$ cat src/hdl/prbc_pkg.sv
`timescale 1ns / 1ps
// ----------------------------------------------------------------------------
// prbc_pkg
// Shared types and constants of the prefix rectangle balance counter.
// ----------------------------------------------------------------------------
package prbc_pkg;

  localparam int CNT_W  = 21;
  localparam int PAIR_W = 2 * CNT_W;
  localparam int CFG_W  = 11;

  localparam logic [CFG_W-1:0] CFG_COLUMNS_RST = 11'd1024;
  localparam logic [CNT_W-1:0] CNT_MAX         = {CNT_W{1'b1}};

  localparam logic [1:0] SYM_X = 2'd1;
  localparam logic [1:0] SYM_Y = 2'd2;

  typedef struct packed {
    logic       grid_start;
    logic [1:0] cell_req;
  } in_item_t;

  typedef struct packed {
    logic             match;
    logic [CNT_W-1:0] total;
  } out_item_t;

endpackage

$ cat src/hdl/prbc_core.sv
`timescale 1ns / 1ps
// ----------------------------------------------------------------------------
// prbc_core
// Raster scan front end, read-modify-write stage with write forwarding and
// output register.
// ----------------------------------------------------------------------------
module prbc_core #(
  parameter int CW       = 10,
  parameter int RW       = 11
) (
  input  logic                        clk,
  input  logic                        rst_n,
  input  logic [RW-1:0]               cols_act,
  input  logic                        in_valid,
  output logic                        in_ready,
  input  prbc_pkg::in_item_t          in_data,
  output logic                        out_valid,
  input  logic                        out_ready,
  output prbc_pkg::out_item_t         out_data,
  output logic                        mem_wr_en,
  output logic [CW-1:0]               mem_wr_addr,
  output logic [prbc_pkg::PAIR_W-1:0] mem_wr_data,
  output logic                        mem_rd_en,
  output logic [CW-1:0]               mem_rd_addr,
  input  logic [prbc_pkg::PAIR_W-1:0] mem_rd_data
);

  localparam int CNT_W = prbc_pkg::CNT_W;

  // front state
  logic [RW-1:0] rsx_r, rsy_r;
  logic [CW-1:0] col_r;
  logic          first_r;

  // read-modify-write stage
  logic                        s1_valid_r;
  logic                        s1_start_r;
  logic                        s1_first_r;
  logic [RW-1:0]               s1_rsx_r, s1_rsy_r;
  logic [CW-1:0]               s1_col_r;
  logic                        fwd_r;
  logic [prbc_pkg::PAIR_W-1:0] fwd_data_r;
  logic [CNT_W-1:0]            total_r;

  logic                out_valid_r;
  prbc_pkg::out_item_t out_data_r;

  logic          acc, out_free, s1_adv, row_end;
  logic [RW-1:0] rsx0, rsy0, rsx1, rsy1;
  logic [CW-1:0] col0;
  logic          first0;

  logic [prbc_pkg::PAIR_W-1:0] prior;
  logic [CNT_W-1:0]            px, py, cx, cy, base, total_nxt;
  logic [CNT_W:0]              sum_x, sum_y;
  logic                        hit;

  assign out_free = !out_valid_r || out_ready;
  assign s1_adv   = s1_valid_r && out_free;
  assign in_ready = !s1_valid_r || s1_adv;
  assign acc      = in_valid && in_ready;

  always_comb begin
    rsx0   = in_data.grid_start ? '0 : rsx_r;
    rsy0   = in_data.grid_start ? '0 : rsy_r;
    col0   = in_data.grid_start ? '0 : col_r;
    first0 = in_data.grid_start | first_r;
    rsx1   = (in_data.cell_req == prbc_pkg::SYM_X) ? RW'(rsx0 + RW'(1)) : rsx0;
    rsy1   = (in_data.cell_req == prbc_pkg::SYM_Y) ? RW'(rsy0 + RW'(1)) : rsy0;
    row_end = (32'(col0) + 32'd1) >= 32'(cols_act);
  end

  always_comb begin
    prior = s1_first_r ? '0 : (fwd_r ? fwd_data_r : mem_rd_data);
    px    = prior[prbc_pkg::PAIR_W-1:CNT_W];
    py    = prior[CNT_W-1:0];
    sum_x = {1'b0, px} + (CNT_W+1)'(s1_rsx_r);
    sum_y = {1'b0, py} + (CNT_W+1)'(s1_rsy_r);
    cx    = sum_x[CNT_W] ? prbc_pkg::CNT_MAX : sum_x[CNT_W-1:0];
    cy    = sum_y[CNT_W] ? prbc_pkg::CNT_MAX : sum_y[CNT_W-1:0];
    hit   = (cx != '0) && (cx == cy);
    base  = s1_start_r ? '0 : total_r;
    if (hit && (base != prbc_pkg::CNT_MAX)) begin
      total_nxt = base + CNT_W'(1);
    end else begin
      total_nxt = base;
    end
  end

  assign mem_wr_en   = s1_adv;
  assign mem_wr_addr = s1_col_r;
  assign mem_wr_data = {cx, cy};
  assign mem_rd_en   = acc;
  assign mem_rd_addr = col0;

  always_ff @(posedge clk) begin
    if (!rst_n) begin
      rsx_r       <= '0;
      rsy_r       <= '0;
      col_r       <= '0;
      first_r     <= 1'b1;
      s1_valid_r  <= 1'b0;
      total_r     <= '0;
      out_valid_r <= 1'b0;
    end else begin
      if (acc) begin
        rsx_r   <= row_end ? '0 : rsx1;
        rsy_r   <= row_end ? '0 : rsy1;
        col_r   <= row_end ? '0 : CW'(col0 + CW'(1));
        first_r <= row_end ? 1'b0 : first0;
      end
      if (acc) begin
        s1_valid_r <= 1'b1;
      end else if (s1_adv) begin
        s1_valid_r <= 1'b0;
      end
      if (s1_adv) begin
        total_r <= total_nxt;
      end
      if (s1_adv) begin
        out_valid_r <= 1'b1;
      end else if (out_ready) begin
        out_valid_r <= 1'b0;
      end
    end
  end

  always_ff @(posedge clk) begin
    if (acc) begin
      s1_start_r <= in_data.grid_start;
      s1_first_r <= first0;
      s1_rsx_r   <= rsx1;
      s1_rsy_r   <= rsy1;
      s1_col_r   <= col0;
      // write of the item ahead lands on the same edge as this read
      fwd_r      <= s1_adv && (s1_col_r == col0);
      fwd_data_r <= {cx, cy};
    end
    if (s1_adv) begin
      out_data_r.match <= hit;
      out_data_r.total <= total_nxt;
    end
  end

  assign out_valid = out_valid_r;
  assign out_data  = out_data_r;

endmodule

$ cat config.mk
export PLATFORM = sky130hd
export DESIGN_NAME = prbc_core
export DESIGN_NICKNAME = d
export VERILOG_FILES = /design/src/hdl/prbc_pkg.sv /design/src/hdl/prbc_core.sv
export SDC_FILE = /design/constraint.sdc
export NUM_CORES = 1
export LEC_CHECK = 0
export CAP_MARGIN = 20
export CORE_MARGIN = 2
export CORE_UTILIZATION = 55
export DETAILED_ROUTE_END_ITERATION = 12
export DONT_BUFFER_PORTS = 1
export PLACE_DENSITY = 0.72
export SYNTH_ARGS = -nofsm -noshare
export SYNTH_HDL_FRONTEND = slang
export SYNTH_SLANG_ARGS = --single-unit
$ cat constraint.sdc
create_clock -name clk -period 6.75 [get_ports clk]
set_input_delay 1.0125 -clock clk [delete_from_list [all_inputs] [get_ports clk]]
set_output_delay 1.0125 -clock clk [all_outputs]
set_load 0.05 [all_outputs]
==> run metrics <==
FP Rows=50; Worst path slowest cell=edfxtp_1; DIE AREA=between 20000 and 25000 um2; sequential power share=a little under half; prevailing post-synth register cell=edfxtp_1; CTS Buffer Depth=2; CP arrival=5.75 ns; Slew Limit Headroom=about 28%; fill cell count=1625; DRT iter0 DRCs=603; Residual DRC=0; Mean Syn Cell Area=slightly above 9 um2; pin count of the biggest net entering global routing=67; Inserted Clock Buffers=17; Placement Setup Slack=1.19 ns; crit path max fanout=between 50 and 60; Switch Pwr=between 0.0006 and 0.0007 W; CTS Hold Bufs=0; Core ar.=18700 um2; GRT Util Overall=26.6%; max-cap viol count=0; Final setup violation count=0; initial antenna violation count=2; Post-Syn Nets=roughly 1200; Pint=around 0.0017 W; Hold Fails Final Rpt=0; die width=between 100 and 150 um; first-pass GRT wire length=42.7 mm; crit path capture type=flip-flop; period utilization=between 80% and 90%; Die Height=roughly 140 um; clock slew at reported path FFs=0.06 ns; Clock Power Share=slightly above 40%; Combinational Power Share=between 10% and 20%; final-report max-slew violation count=0; CP max stage delay=slightly above 0.8 ns; actual slew at the worst max-slew pin=1.08 ns; setup TNS=0 ns; Post-Route WL=27.0 mm; Syn Std Cell Area=around 10000 um2; H-Tree Depth=4; Cell variety after synth=90; #FFs+latches synth=approximately 160; Wirelength per Cell=between 15 and 20 um; leakage=4.45 nW; vias in the first global route=roughly 8000; starting density of the core=56.0%; Top-Level Pins=~150; clk sinks=roughly 160; drt via density=about 6.4; Final min period=approximately 5.6 ns; Area growth syn-to-layout=7.76%; Post-Layout Cell Count=1361; grt ovf=0; DP HPWL=19.6 mm; CTS resizes=0; fraction of layout cells with a size suffix above 1=under 10%; Mapped Cells=~1100; IO Port Bufs=0; Worst Path Buf+Inv=2; Vias=between 8000 and 9000; Ys Warns=0; number of synthesized flops with an enable pin=99; Routability Congestion=around 0.95; Clock Skew=between 0.009 and 0.01 ns; FFs w/ async S/R, synth=0%; status=finished clean; Pre-antenna DRT Iters=5; CTS tree=done; Setup WS post-layout=approximately 1.2 ns; crit-path leading delay family=compound AO/OA/AOI/OAI gates; Max VDD drop=between 0.15 and 0.2 mV; WP data required=approximately 7 ns; fin nets=~1200; switching part of the total=roughly 28%; HP Class=flip-flop to flip-flop; critical path class=flip-flop to flip-flop; placed insts=1328; Root Driver=clkbuf_16; latest clock arrival within the worst-skew pair=about 0.43 ns; Post-DRT Antenna Nets=0; Worst Setup Start Kind=flip-flop; pwr/cell area=207 nW/um2; Post-CTS Setup Bufs=0; Cell Chain, Critical Path=buf_4 -> nor2_1 -> ha_1 -> and4_1 -> nand3_1 -> a21oi_1 -> o211ai_1 -> mux2i_4 -> xor2_1 -> o311ai_1 -> a2111o_1 -> nor3_4 -> buf_4 -> nand2_2 -> mux2_1; top achievable clock speed=between 150 and 200 MHz; register area share after synthesis=approximately two fifths; RSZ-0062 raised after global routing=no; critical path's most frequent cell=buf_4
[cells in the mapped netlist, drive strengths merged, types with 17 or more instances]
library cell  instances  area share, %
a21o                 17            1.2
a21oi                51            2.5
a22o                 32            2.7
and2                 17            1.0
and3                 30            1.8
buf                  24            1.4
clkbuf               38            1.4
dfxtp                56             11
edfxtp               99             28
ha                   37            4.4
inv                  36            1.3
mux2i                43            4.2
nand2               107            3.9
nand2b               19            1.1
nand3                48            2.3
nand4                29            1.7
nor2                 86            3.2
nor2b                37            2.2
nor3                 17           0.92
o211ai               21            1.6
o21ai                39            1.9
xnor2                42            3.5
xor2                 31            2.6
[worst register-to-register path, delay by kind of cell (launching register included)]
kind,cells,cell delay (ns)
AOI/OAI and AO/OA,4,1.28
xor gates and xnor gates,1,0.20
adders and majority gates,1,0.46
buffers and inverters,2,0.85
DFF,1,0.81
muxes,2,0.87
and+or+nand+nor,5,0.84
[metrics by stage]
stage / hold WS (ns) / total power [W] / utilization (%) / cell area, um2
floorplan: 0.429 / 0.00134 / - / 10500
global placement: 0.444 / 0.00140 / 57.3 / 10700
detailed placement: 0.450 / 0.00141 / 57.3 / 10700
CTS: 0.469 / 0.00235 / 60.4 / 11300
global route: 0.474 / 0.00241 / 60.4 / 11300
finish: 0.465 / 0.00234 / 60.4 / 11300
[kinds of logic (layout without fill, tap and decap cells)]
logic type,Yosys count,after routing,synth area share [%]
AO/OA/AOI/OAI,261,261,18.1
buffers and inverters,99,95,4.07
XOR/XNOR,74,74,6.31
multiplexers,50,50,4.98
adder cells (fa/ha/maj),39,39,4.80
AND/OR/NAND/NOR,452,452,22.7
other,0,1,0
flip-flops,155,155,39.1
[flip-flops by register name (all words and copies together), names as in the netlist, 10 cells and up]
register,count
rsy_r,11
s1_rsy_r,11
col_r,10
s1_rsx_r,11
fwd_data_r,42
out_data,22
mem_wr_addr,10
rsx_r,11
total_r,21
[layout by cell type, fill, tap and decap left out, drive strengths merged, types with 30 or more instances in the layout]
cell type,netlist,routed
edfxtp,99,99
xnor2,42,42
dfxtp,56,56
nand3,48,48
a21oi,51,51
ha,37,37
xor2,31,31
and3,30,30
mux2i,43,43
a22o,32,32
o21ai,39,39
nor2b,37,37
inv,36,37
nor2,86,86
nand2,107,107
[area by class of cell]
cell class | count | area [um2] | area share (%)
Clock inverter | 9 | 114 | 1.01
Multi-Input combinational cell | 876 | 5990 | 53.0
Tap cell | 234 | 293 | 2.59
Clock buffer | 23 | 458 | 4.05
Inverter | 37 | 141 | 1.25
Sequential cell | 155 | 4090 | 36.2
Antenna cell | 1 | 2.50 | 0.0222
Timing Repair Buffer | 26 | 208 | 1.84
[power groups by stage]
stage / clock network (W) / registers, W / logic, W
global placement: 0 / 0.00111 / 0.000289
finish: 0.000948 / 0.00109 / 0.000295
detailed placement: 0 / 0.00111 / 0.000292
floorplan: 0 / 0.00111 / 0.000239
CTS: 0.000962 / 0.00109 / 0.000293
global route: 0.00100 / 0.00110 / 0.000318
[routing by layer]
| layer | wire length (um) | part of all wire [%] | vias up | GRT usage, % |
|---|---|---|---|---|
| met2 | 13100 | 49 | 329 | 45.5 |
| met1 | 11400 | 42 | 4102 | 33.6 |
| met4 | 541 | 2.0 | 2 | 7.63 |
| met5 | 13 | 0.048 | - | 0 |
| li1 | - | - | 4173 | - |
| met3 | 1900 | 7.0 | 52 | 6.63 |
[path summary, 6_finish.rpt]
path | from | endpoint | slack (ns) | depth (start not counted)
max | s1_first_r$_DFFE_PP_ | out_data[1]$_DFFE_PP_ | 1.19 | 15
max reg2reg | s1_first_r$_DFFE_PP_ | out_data[1]$_DFFE_PP_ | 1.19 | 15
min reg2reg | rsx_r[1]$_SDFFE_PN0P_ | rsx_r[1]$_SDFFE_PN0P_ | 0.46 | 1
min | rsx_r[1]$_SDFFE_PN0P_ | rsx_r[1]$_SDFFE_PN0P_ | 0.46 | 1
(Power assumes the default switching activity.)
